$ cat src/hdl/erc_pkg.sv
`timescale 1ns / 1ps
// Shared types and constants for the empty-retry circuit breaker.
// No dependencies; used by the front end, back end and top level.
package erc_pkg;

  typedef enum logic [1:0] {
    KIND_OUTCOME = 2'd0,
    KIND_ACK     = 2'd1,
    KIND_TICK    = 2'd2
  } kind_t;

  typedef enum logic [1:0] {
    OC_SUCCESS   = 2'd0,
    OC_EMPTY     = 2'd1,
    OC_EXCEPTION = 2'd2,
    OC_UNKNOWN   = 2'd3
  } outcome_t;

  typedef enum logic [3:0] {
    ST_DUPLICATE   = 4'd0,
    ST_SUCCESS     = 4'd1,
    ST_RETRY       = 4'd2,
    ST_OPENED      = 4'd3,
    ST_REJECTED    = 4'd4,
    ST_EXCEPTION   = 4'd5,
    ST_UNKNOWN     = 4'd6,
    ST_ACK_TAKEN   = 4'd7,
    ST_ACK_IGNORED = 4'd8,
    ST_TICK        = 4'd9
  } status_t;

  // Input func codes
  localparam logic [1:0] FUNC_OUTCOME = 2'd0;
  localparam logic [1:0] FUNC_ACK     = 2'd1;

  // Configuration register indexes
  localparam logic [7:0] REG_EMPTY_THRESHOLD = 8'd0;
  localparam logic [7:0] REG_DEGRADE_TIMEOUT = 8'd1;
  localparam logic [7:0] REG_RESET_WINDOW    = 8'd2;
  localparam logic [7:0] REG_DEDUP_WINDOW    = 8'd3;

  // Configuration reset values
  localparam logic [7:0]  THRESHOLD_RESET       = 8'd2;
  localparam logic [15:0] DEGRADE_TIMEOUT_RESET = 16'd800;
  localparam logic [15:0] RESET_WINDOW_RESET    = 16'd3000;
  localparam logic [15:0] DEDUP_WINDOW_RESET    = 16'd10;

  typedef struct packed {
    logic [7:0]  empty_threshold;
    logic [15:0] req_timeout_ms;
    logic [15:0] quiet_window_ms;
    logic [15:0] repeat_window_ms;
  } cfg_t;

  // Classified word passed from front end to back end (task id travels apart)
  typedef struct packed {
    kind_t       kind;
    logic [31:0] now_ms;
    outcome_t    outcome;
    logic        ack_ok;
    logic        ack_has_task;
    logic        ack_has_request;
    logic [31:0] ack_request_id;
  } item_t;

  // Result word (blocked task id travels apart)
  typedef struct packed {
    status_t     status;
    logic        breaker_is_open;
    logic [7:0]  empty_count;
    logic        degrade_sent;
    logic        degrade_waiting;
    logic        degrade_timed_out;
    logic [31:0] request_number;
  } result_t;

endpackage

$ cat src/hdl/empty_retry_circuit_breaker_core.sv
`timescale 1ns / 1ps
// Top level of the empty-retry circuit breaker.
// Depends on erc_pkg, erc_front, erc_fifo and erc_back.
//
// The block takes one word per clock on its push/full side while full is low and
// returns exactly one result word per input word, in order, on its empty/pop side.
// Sustained rate is one word per cycle while neither side stalls; the whole breaker
// update (timeout check, window reset, dedup, streak count, degrade issue or ack
// match) is done combinationally by the back end and registered when the word is
// taken. A pushed word is captured in the front register, moves to a two-entry middle
// queue, is processed and lands in a two-entry result queue, where empty falls.
// Either side may stall on its own: full rises only once the front register, the
// middle queue and the result queue have all backed up. Configuration writes are
// registered and must only be made while no word is in flight.
module empty_retry_circuit_breaker_core #(
  parameter int TASK_ID_BITS = 16
) (
  input  logic                    clk,
  input  logic                    rst,
  // input side
  input  logic                    push,
  output logic                    full,
  input  logic [1:0]              func,
  input  logic [31:0]             now_ms,
  input  logic [TASK_ID_BITS-1:0] task_id,
  input  logic [1:0]              outcome,
  input  logic                    ack_ok,
  input  logic                    ack_has_task,
  input  logic                    ack_has_request,
  input  logic [31:0]             ack_request_id,
  // result side
  output logic                    empty,
  input  logic                    pop,
  output logic [3:0]              status,
  output logic                    breaker_is_open,
  output logic [7:0]              empty_count,
  output logic                    degrade_sent,
  output logic                    degrade_waiting,
  output logic                    degrade_timed_out,
  output logic [31:0]             request_number,
  output logic [TASK_ID_BITS-1:0] blocked_task,
  // configuration
  input  logic                    cfg_we,
  input  logic [7:0]              cfg_index,
  input  logic [15:0]             cfg_data
);

  localparam int ITEM_W = $bits(erc_pkg::item_t);
  localparam int RES_W  = $bits(erc_pkg::result_t);
  localparam int MID_W  = ITEM_W + TASK_ID_BITS;
  localparam int OUT_W  = RES_W + TASK_ID_BITS;

  erc_pkg::cfg_t           cfg;

  logic                    fwd_valid;
  erc_pkg::item_t          fwd_item;
  logic [TASK_ID_BITS-1:0] fwd_task;
  logic                    mid_full;
  logic                    mid_empty;
  logic [MID_W-1:0]        mid_rd;
  erc_pkg::item_t          mid_item;
  logic [TASK_ID_BITS-1:0] mid_task;

  logic                    back_take;
  erc_pkg::result_t        back_res;
  logic [TASK_ID_BITS-1:0] back_blocked;
  logic                    res_full;
  logic [OUT_W-1:0]        res_rd;
  erc_pkg::result_t        res_head;

  // Configuration registers: hold reset values until written, ignore unknown indexes
  always_ff @(posedge clk) begin
    if (rst) begin
      cfg.empty_threshold  <= erc_pkg::THRESHOLD_RESET;
      cfg.req_timeout_ms   <= erc_pkg::DEGRADE_TIMEOUT_RESET;
      cfg.quiet_window_ms  <= erc_pkg::RESET_WINDOW_RESET;
      cfg.repeat_window_ms <= erc_pkg::DEDUP_WINDOW_RESET;
    end else if (cfg_we) begin
      case (cfg_index)
        erc_pkg::REG_EMPTY_THRESHOLD: cfg.empty_threshold  <= cfg_data[7:0];
        erc_pkg::REG_DEGRADE_TIMEOUT: cfg.req_timeout_ms   <= cfg_data;
        erc_pkg::REG_RESET_WINDOW:    cfg.quiet_window_ms  <= cfg_data;
        erc_pkg::REG_DEDUP_WINDOW:    cfg.repeat_window_ms <= cfg_data;
        default: ;
      endcase
    end
  end

  // Front end: capture and classify incoming words
  erc_front #(
    .TASK_ID_BITS(TASK_ID_BITS)
  ) u_front (
    .clk            (clk),
    .rst            (rst),
    .push           (push),
    .full           (full),
    .func           (func),
    .now_ms         (now_ms),
    .task_id        (task_id),
    .outcome        (outcome),
    .ack_ok         (ack_ok),
    .ack_has_task   (ack_has_task),
    .ack_has_request(ack_has_request),
    .ack_request_id (ack_request_id),
    .fwd_valid      (fwd_valid),
    .fwd_ready      (!mid_full),
    .fwd_item       (fwd_item),
    .fwd_task       (fwd_task)
  );

  // Middle queue decouples classification from the state update
  erc_fifo #(
    .WIDTH(MID_W),
    .DEPTH(2)
  ) u_mid_q (
    .clk    (clk),
    .rst    (rst),
    .wr_en  (fwd_valid),
    .wr_data({fwd_task, fwd_item}),
    .full   (mid_full),
    .rd_en  (back_take),
    .rd_data(mid_rd),
    .empty  (mid_empty)
  );

  assign mid_item = erc_pkg::item_t'(mid_rd[ITEM_W-1:0]);
  assign mid_task = mid_rd[MID_W-1:ITEM_W];

  // Back end: advance breaker state one word per cycle while the result queue has room
  erc_back #(
    .TASK_ID_BITS(TASK_ID_BITS)
  ) u_back (
    .clk        (clk),
    .rst        (rst),
    .cfg        (cfg),
    .in_valid   (!mid_empty),
    .in_take    (back_take),
    .in_item    (mid_item),
    .in_task    (mid_task),
    .out_ready  (!res_full),
    .out_res    (back_res),
    .out_blocked(back_blocked)
  );

  // Result queue: hold finished words until popped
  erc_fifo #(
    .WIDTH(OUT_W),
    .DEPTH(2)
  ) u_res_q (
    .clk    (clk),
    .rst    (rst),
    .wr_en  (back_take),
    .wr_data({back_blocked, back_res}),
    .full   (res_full),
    .rd_en  (pop),
    .rd_data(res_rd),
    .empty  (empty)
  );

  assign res_head          = erc_pkg::result_t'(res_rd[RES_W-1:0]);
  assign status            = res_head.status;
  assign breaker_is_open   = res_head.breaker_is_open;
  assign empty_count       = res_head.empty_count;
  assign degrade_sent      = res_head.degrade_sent;
  assign degrade_waiting   = res_head.degrade_waiting;
  assign degrade_timed_out = res_head.degrade_timed_out;
  assign request_number    = res_head.request_number;
  assign blocked_task      = res_rd[OUT_W-1:RES_W];

endmodule

$ cat src/hdl/erc_fifo.sv
`timescale 1ns / 1ps
// Small register-based queue used between the pipeline parts.
// Generic; no package dependency.
module erc_fifo #(
  parameter int WIDTH = 8,
  parameter int DEPTH = 2
) (
  input  logic             clk,
  input  logic             rst,
  input  logic             wr_en,
  input  logic [WIDTH-1:0] wr_data,
  output logic             full,
  input  logic             rd_en,
  output logic [WIDTH-1:0] rd_data,
  output logic             empty
);

  localparam int PTR_W = (DEPTH > 1) ? $clog2(DEPTH) : 1;
  localparam int CNT_W = $clog2(DEPTH + 1);
  localparam logic [PTR_W-1:0] LAST  = PTR_W'(DEPTH - 1);
  localparam logic [CNT_W-1:0] LIMIT = CNT_W'(DEPTH);

  logic [WIDTH-1:0] mem [DEPTH];
  logic [PTR_W-1:0] wr_ptr;
  logic [PTR_W-1:0] rd_ptr;
  logic [CNT_W-1:0] count;
  logic             do_wr;
  logic             do_rd;

  assign full    = (count == LIMIT);
  assign empty   = (count == '0);
  assign do_wr   = wr_en && !full;
  assign do_rd   = rd_en && !empty;
  assign rd_data = mem[rd_ptr];

  always_ff @(posedge clk) begin
    if (rst) begin
      wr_ptr <= '0;
      rd_ptr <= '0;
      count  <= '0;
    end else begin
      if (do_wr) begin
        wr_ptr <= (wr_ptr == LAST) ? '0 : wr_ptr + PTR_W'(1);
      end
      if (do_rd) begin
        rd_ptr <= (rd_ptr == LAST) ? '0 : rd_ptr + PTR_W'(1);
      end
      if (do_wr && !do_rd) begin
        count <= count + CNT_W'(1);
      end else if (do_rd && !do_wr) begin
        count <= count - CNT_W'(1);
      end
    end
  end

  always_ff @(posedge clk) begin
    if (do_wr) begin
      mem[wr_ptr] <= wr_data;
    end
  end

endmodule

$ cat src/hdl/erc_front.sv
`timescale 1ns / 1ps
// Front end: input register that takes words and classifies them.
// Depends on erc_pkg.
module erc_front #(
  parameter int TASK_ID_BITS = 16
) (
  input  logic                    clk,
  input  logic                    rst,
  input  logic                    push,
  output logic                    full,
  input  logic [1:0]              func,
  input  logic [31:0]             now_ms,
  input  logic [TASK_ID_BITS-1:0] task_id,
  input  logic [1:0]              outcome,
  input  logic                    ack_ok,
  input  logic                    ack_has_task,
  input  logic                    ack_has_request,
  input  logic [31:0]             ack_request_id,
  output logic                    fwd_valid,
  input  logic                    fwd_ready,
  output erc_pkg::item_t          fwd_item,
  output logic [TASK_ID_BITS-1:0] fwd_task
);

  logic                    valid;
  erc_pkg::item_t          item;
  logic [TASK_ID_BITS-1:0] task_q;
  erc_pkg::kind_t          kind;
  logic                    load;

  // Unused func code three behaves as a tick
  always_comb begin
    case (func)
      erc_pkg::FUNC_OUTCOME: kind = erc_pkg::KIND_OUTCOME;
      erc_pkg::FUNC_ACK:     kind = erc_pkg::KIND_ACK;
      default:               kind = erc_pkg::KIND_TICK;
    endcase
  end

  assign full      = valid && !fwd_ready;
  assign load      = push && !full;
  assign fwd_valid = valid;
  assign fwd_item  = item;
  assign fwd_task  = task_q;

  always_ff @(posedge clk) begin
    if (rst) begin
      valid <= 1'b0;
    end else if (load) begin
      valid <= 1'b1;
    end else if (fwd_ready) begin
      valid <= 1'b0;
    end
  end

  always_ff @(posedge clk) begin
    if (load) begin
      item.kind            <= kind;
      item.now_ms          <= now_ms;
      item.outcome         <= erc_pkg::outcome_t'(outcome);
      item.ack_ok          <= ack_ok;
      item.ack_has_task    <= ack_has_task;
      item.ack_has_request <= ack_has_request;
      item.ack_request_id  <= ack_request_id;
      task_q               <= task_id;
    end
  end

endmodule

$ cat src/hdl/erc_back.sv
`timescale 1ns / 1ps
// Back end: breaker state, dedup, streak counting and degrade tracking.
// Depends on erc_pkg.
module erc_back #(
  parameter int TASK_ID_BITS = 16
) (
  input  logic                    clk,
  input  logic                    rst,
  input  erc_pkg::cfg_t           cfg,
  input  logic                    in_valid,
  output logic                    in_take,
  input  erc_pkg::item_t          in_item,
  input  logic [TASK_ID_BITS-1:0] in_task,
  input  logic                    out_ready,
  output erc_pkg::result_t        out_res,
  output logic [TASK_ID_BITS-1:0] out_blocked
);

  logic                    seen_any;
  logic [31:0]             prev_time;
  logic [TASK_ID_BITS-1:0] prev_task;
  erc_pkg::outcome_t       prev_outcome;
  logic [7:0]              empties;
  logic [TASK_ID_BITS-1:0] streak_task;
  logic                    streak_task_valid;
  logic                    empty_time_valid;
  logic [31:0]             empty_time;
  logic                    open_flag;
  logic [TASK_ID_BITS-1:0] blocked_id;
  logic                    blocked_valid;
  logic                    pending_flag;
  logic [31:0]             pending_id;
  logic [31:0]             issued_counter;
  logic [31:0]             issue_time;

  logic                    seen_any_next;
  logic [31:0]             prev_time_next;
  logic [TASK_ID_BITS-1:0] prev_task_next;
  erc_pkg::outcome_t       prev_outcome_next;
  logic [7:0]              empties_next;
  logic [TASK_ID_BITS-1:0] streak_task_next;
  logic                    streak_task_valid_next;
  logic                    empty_time_valid_next;
  logic [31:0]             empty_time_next;
  logic                    open_flag_next;
  logic [TASK_ID_BITS-1:0] blocked_id_next;
  logic                    blocked_valid_next;
  logic                    pending_flag_next;
  logic [31:0]             pending_id_next;
  logic [31:0]             issued_counter_next;
  logic [31:0]             issue_time_next;

  logic              timed_out;
  logic              window_reset;
  logic              dup;
  logic              issued;
  logic              ack_match;
  logic [31:0]       dedup_diff;
  erc_pkg::status_t  status;

  // Forward difference, read as signed, is non-negative and reaches limit
  function automatic logic elapsed_ge(input logic [31:0] now, input logic [31:0] since,
                                      input logic [15:0] limit);
    logic [31:0] d;
    d = now - since;
    return !d[31] && (d >= {16'd0, limit});
  endfunction

  assign in_take = in_valid && out_ready;

  assign timed_out    = pending_flag &&
                        elapsed_ge(in_item.now_ms, issue_time, cfg.req_timeout_ms);
  assign window_reset = empty_time_valid && (cfg.quiet_window_ms != '0) &&
                        elapsed_ge(in_item.now_ms, empty_time, cfg.quiet_window_ms);
  assign dedup_diff   = in_item.now_ms - prev_time;
  assign dup          = seen_any && !dedup_diff[31] &&
                        (dedup_diff <= {16'd0, cfg.repeat_window_ms}) &&
                        (in_task == prev_task) && (in_item.outcome == prev_outcome);
  assign ack_match    = in_item.ack_ok &&
                        !(in_item.ack_has_task && (!blocked_valid || in_task != blocked_id)) &&
                        !(in_item.ack_has_request && in_item.ack_request_id != pending_id);

  always_comb begin
    seen_any_next          = seen_any;
    prev_time_next         = prev_time;
    prev_task_next         = prev_task;
    prev_outcome_next      = prev_outcome;
    empties_next           = empties;
    streak_task_next       = streak_task;
    streak_task_valid_next = streak_task_valid;
    empty_time_valid_next  = empty_time_valid;
    empty_time_next        = empty_time;
    open_flag_next         = open_flag;
    blocked_id_next        = blocked_id;
    blocked_valid_next     = blocked_valid;
    pending_flag_next      = pending_flag && !timed_out;
    pending_id_next        = pending_id;
    issued_counter_next    = issued_counter;
    issue_time_next        = issue_time;
    issued                 = 1'b0;
    status                 = erc_pkg::ST_TICK;

    case (in_item.kind)
      erc_pkg::KIND_OUTCOME: begin
        if (window_reset) begin
          empties_next           = '0;
          open_flag_next         = 1'b0;
          blocked_valid_next     = 1'b0;
          blocked_id_next        = '0;
          streak_task_valid_next = 1'b0;
          empty_time_valid_next  = 1'b0;
        end
        if (dup) begin
          status = erc_pkg::ST_DUPLICATE;
        end else begin
          seen_any_next     = 1'b1;
          prev_time_next    = in_item.now_ms;
          prev_task_next    = in_task;
          prev_outcome_next = in_item.outcome;
          case (in_item.outcome)
            erc_pkg::OC_SUCCESS: begin
              empties_next           = '0;
              empty_time_valid_next  = 1'b0;
              streak_task_valid_next = 1'b0;
              status                 = erc_pkg::ST_SUCCESS;
            end
            erc_pkg::OC_EXCEPTION: status = erc_pkg::ST_EXCEPTION;
            erc_pkg::OC_UNKNOWN:   status = erc_pkg::ST_UNKNOWN;
            erc_pkg::OC_EMPTY: begin
              // A different task starts a fresh streak
              if (!streak_task_valid_next || streak_task != in_task) begin
                empties_next          = '0;
                empty_time_valid_next = 1'b0;
              end
              streak_task_next       = in_task;
              streak_task_valid_next = 1'b1;
              if (open_flag_next && blocked_valid_next && blocked_id_next == in_task) begin
                status = erc_pkg::ST_REJECTED;
              end else begin
                if (empties_next != 8'hFF) begin
                  empties_next = empties_next + 8'd1;
                end
                empty_time_valid_next = 1'b1;
                empty_time_next       = in_item.now_ms;
                if (empties_next < cfg.empty_threshold) begin
                  status = erc_pkg::ST_RETRY;
                end else begin
                  open_flag_next      = 1'b1;
                  blocked_id_next     = in_task;
                  blocked_valid_next  = 1'b1;
                  pending_flag_next   = 1'b1;
                  issued_counter_next = issued_counter + 32'd1;
                  pending_id_next     = issued_counter + 32'd1;
                  issue_time_next     = in_item.now_ms;
                  issued              = 1'b1;
                  status              = erc_pkg::ST_OPENED;
                end
              end
            end
            default: status = erc_pkg::ST_UNKNOWN;
          endcase
        end
      end
      erc_pkg::KIND_ACK: begin
        if (pending_flag_next && ack_match) begin
          pending_flag_next = 1'b0;
          status            = erc_pkg::ST_ACK_TAKEN;
        end else begin
          status = erc_pkg::ST_ACK_IGNORED;
        end
      end
      default: status = erc_pkg::ST_TICK;
    endcase
  end

  always_comb begin
    out_res.status            = status;
    out_res.breaker_is_open   = open_flag_next;
    out_res.empty_count       = empties_next;
    out_res.degrade_sent      = issued;
    out_res.degrade_waiting   = pending_flag_next;
    out_res.degrade_timed_out = timed_out;
    out_res.request_number    = pending_id_next;
    out_blocked               = blocked_valid_next ? blocked_id_next : '0;
  end

  always_ff @(posedge clk) begin
    if (rst) begin
      seen_any          <= 1'b0;
      prev_time         <= '0;
      prev_task         <= '0;
      prev_outcome      <= erc_pkg::OC_SUCCESS;
      empties           <= '0;
      streak_task       <= '0;
      streak_task_valid <= 1'b0;
      empty_time_valid  <= 1'b0;
      empty_time        <= '0;
      open_flag         <= 1'b0;
      blocked_id        <= '0;
      blocked_valid     <= 1'b0;
      pending_flag      <= 1'b0;
      pending_id        <= '0;
      issued_counter    <= '0;
      issue_time        <= '0;
    end else if (in_take) begin
      seen_any          <= seen_any_next;
      prev_time         <= prev_time_next;
      prev_task         <= prev_task_next;
      prev_outcome      <= prev_outcome_next;
      empties           <= empties_next;
      streak_task       <= streak_task_next;
      streak_task_valid <= streak_task_valid_next;
      empty_time_valid  <= empty_time_valid_next;
      empty_time        <= empty_time_next;
      open_flag         <= open_flag_next;
      blocked_id        <= blocked_id_next;
      blocked_valid     <= blocked_valid_next;
      pending_flag      <= pending_flag_next;
      pending_id        <= pending_id_next;
      issued_counter    <= issued_counter_next;
      issue_time        <= issue_time_next;
    end
  end

endmodule

$ cat config.mk
export PLATFORM = sky130hd
export DESIGN_NAME = empty_retry_circuit_breaker_core
export DESIGN_NICKNAME = d
export VERILOG_FILES = /design/src/hdl/erc_pkg.sv /design/src/hdl/empty_retry_circuit_breaker_core.sv /design/src/hdl/erc_fifo.sv /design/src/hdl/erc_front.sv /design/src/hdl/erc_back.sv
export SDC_FILE = /design/constraint.sdc
export NUM_CORES = 1
export LEC_CHECK = 0
export BUFFER_PORTS_ARGS = -buffer_cell sky130_fd_sc_hd__buf_2
export CAP_MARGIN = 40
export CORE_ASPECT_RATIO = 0.7
export CORE_UTILIZATION = 37
export DETAILED_ROUTE_END_ITERATION = 7
export MAX_ROUTING_LAYER = met4
export SKIP_CTS_REPAIR_TIMING = 1
export SYNTH_ARGS = -nofsm -noshare
export SYNTH_HDL_FRONTEND = slang
export SYNTH_SLANG_ARGS = --single-unit
export TNS_END_PERCENT = 100
$ cat constraint.sdc
create_clock -name clk -period 19 [get_ports clk]
set_input_delay 3.8 -clock clk [delete_from_list [all_inputs] [get_ports clk]]
set_output_delay 3.8 -clock clk [all_outputs]
set_load 0.02 [all_outputs]
==> impl_results.md <==
* Layout cells sized above 1 at between 10 and 15%
* Clk pin slew, worst setup/hold paths at 0.06 ns
* Setup crit end kind: flip-flop
* Post-DP Area at 36370 um^2
* Total track usage at 20.46%
* CP bufs+invs at 2
* Outcome: complete, no violations
* Num CTS Buffers at 71
* Slew margin rel. at 32.79%
* P_int at 0.003214 W
* Fillers at 8682
* TritonCTS Sinks at ~700
* Yosys reg bits at 680
* CP most frequent cell: ha_1
* Mapped Nets at 3486
* RD Place Congestion at ~0.97
* Core area at around 90000 um^2
* RSZ-0062 raised after global routing: no
* PD cells at 131.8 nW/um^2
* Syn avg cell area at 10.62 um^2
* Achievable frequency at 0.1047 GHz
* Top Layer Used: met4
* Crit share post-route at around 50%
* CTS tree: done
* Worst Skew at 0.04140 ns
* WL/cell at 20.41 um
* Post-Route M1 WL at 48930 um
* Layout area overhead at 13.46%
* Post-Synthesis Cells at 3213
* Final setup viols at 0
* Register area share after synthesis at roughly 51%
* Syn Std Cell Area at 34130 um^2
* Post-synth top area share at 34.22%
* Initial Util at 37.63%
* Min cycle time layout at approximately 9.6 ns
* Clock tree buffer depth at 3
* Largest net degree at the start of global routing at 154
* Most frequent cells after synthesis: edfxtp_1, nor2_1, dfxtp_1
* Worst-Skew Late Latency at 0.66 ns
* CP top delay family: simple AND/OR/NAND/NOR gates
* Switching Share at 37.05%
* Top FF cell, synth: edfxtp_1
* Class of the worst hold path: reg -> reg
* Row Count at 92
* Comb power frac at roughly 37%
* Setup_tns at 0 ns
* Crit path largest cell delay at 0.62 ns
* Leakage power at 14.24 nW
* Die Wd at 365.0 um
* Nets at 3642
* Top-count cell post-synth: edfxtp_1
* DRC violations left at 0
* Clock Power Share at roughly 28%
* WL final at 94910 um
* Slew Viols, Final at 0
* Flop pwr share at 35.6%
* Non-Filler Instances at 4650
* Final core utilization at a little over two fifths
* # IOs at 182
* Worst Tran Pin Value at 1.008 ns
* Port Buf Inserts at between 150 and 200
* Slowest stage cell on the critical path: dfxtp_4
* Die Area at 93480 um^2
* DR WL met2 at ~37000 um
* Critical path type: reg -> reg
* Pre-antenna DRT Iters at 8
* Grt total ovfl at 0
* Vias at between 20000 and 25000
* Die Ht at 256.1 um
* Post-synth EDFFs at 389
* DPL Wire Length at 69410 um
* FFs w/ async S/R, synth at 0%
* WL met3 at 6934 um
* Fin area at roughly 39000 um^2
* Crit path launch type: flip-flop
* Number of vias per cell at 5.350
* Placed cells at 4518
* Area leader, netlist: edfxtp_1
* First-pass GRT wire length at approximately 140000 um
* Root Buffer: clkbuf_16
* CP required at 19.53 ns
* Final antenna-violating net count at 0
* Synth cell types at 98
* Net Sw Power at 0.001892 W
* Worst Hold Launch: u_front.fwd_item[62]
* Worst-path fanout max at 50
* Top cells by area, synth: edfxtp_1, dfxtp_1, ha_1
* R2R Setup Slk at 9.45 ns
* CTS HTree Levels at 3
* Fin. Hold Viols at 0
* VDD IR max at between 0.00007 and 0.00008 V
* Max_cap viols at 0
* Worst Path Arrival at 10.08 ns
* 1st-iter DRT viols at 2429
* Vias in the first global route at 22470
* Initial antenna violation count at 4
* Syn. warnings at 0
## cells in the final DEF (no fill, tap or decap), types with 82 or more instances in the layout
cell,instances
nor2_1,331
inv_1,220
dfxtp_1,289
a21oi_1,198
mux2i_1,127
ha_1,154
nand2_1,213
mux2_2,92
a211oi_1,115
edfxtp_1,389
o21ai_0,99
xor2_1,82
xnor2_1,97
buf_2,181
## metal layers
layer,vias up,GRT usage (%)
met5,-,-
met4,0,4.823
met2,814,26.38
met3,106,3.785
li1,12010,-
met1,11950,32.12
## registers in the layout, indices dropped and copies added, names as in the netlist, 16 cells and up, named ones only
register,cells
cfg,56
u_back.issued_counter,32
u_mid_q.mem,174
u_back.prev_time,32
u_back.pending_id,32
u_front.fwd_item,71
u_back.issue_time,32
u_back.streak_task,16
u_back.empty_time,32
u_back.blocked_id,16
u_back.prev_task,16
u_front.fwd_task,16
u_res_q.mem,128
## worst register-to-register path, delay by kind of cell (launching register included)
kind | cells | cell delay, ns
AOI/OAI and AO/OA | 12 | 2.84
DFF | 1 | 0.62
xor gates and xnor gates | 2 | 0.31
buffers and inverters | 2 | 0.58
muxes | 1 | 0.38
adders and majority gates | 5 | 1.45
and+or+nand+nor | 14 | 3.23
## logic make-up after synthesis
kind of cell	count (synthesis)	share of synthesized area (%)
simple gates	876	12.04
mux	243	7.596
fa+ha+maj	157	5.821
xor+xnor	179	4.593
buf+inv	363	4.377
flops	680	51.29
compound gates	715	14.28
## path summary, 6_finish.rpt
kind / end / depth (start not counted)
worst max-delay path: u_back.blocked_id[8] / 36
worst min-delay path: u_mid_q.mem[1][62] / 0
worst max register to register: u_back.blocked_id[8] / 36
worst min register to register: u_mid_q.mem[1][62] / 0
## layout make-up
| class | instances | area (um^2) | area share, % |
|---|---|---|---|
| diodes | 1 | 2.502 | 0.006462 |
| clock buffers | 93 | 1941 | 5.011 |
| inverters | 223 | 837.1 | 2.162 |
| flip-flops and latches | 680 | 17510 | 45.22 |
| clock inverters | 38 | 410.4 | 1.060 |
| repair buffers | 223 | 1303 | 3.363 |
| multi-input cells | 2170 | 15190 | 39.23 |
| well taps | 1222 | 1529 | 3.948 |
## power groups by stage
stage / Clock (W) / Combinational [W] / Sequential, W
floorplan: 0 / 0.00129 / 0.00183
global placement: 0 / 0.00183 / 0.00185
detailed placement: 0 / 0.00185 / 0.00185
CTS: 0.00144 / 0.00186 / 0.00182
global route: 0.00150 / 0.00204 / 0.00184
finish: 0.00141 / 0.00188 / 0.00182
## through the flow
| stage | power [W] | worst slack, ns | hold WS, ns |
|---|---|---|---|
| finish | 0.005105 | 9.450 | 0.4182 |
| global route | 0.005376 | 8.720 | 0.4326 |
| CTS | 0.005126 | 9.531 | 0.4236 |
| detailed placement | 0.003702 | 9.562 | 0.4310 |
| global placement | 0.003684 | 9.652 | 0.4226 |
| floorplan | 0.003121 | 9.632 | 0.4215 |
No activity file was read; power rests on OpenSTA's default activity.
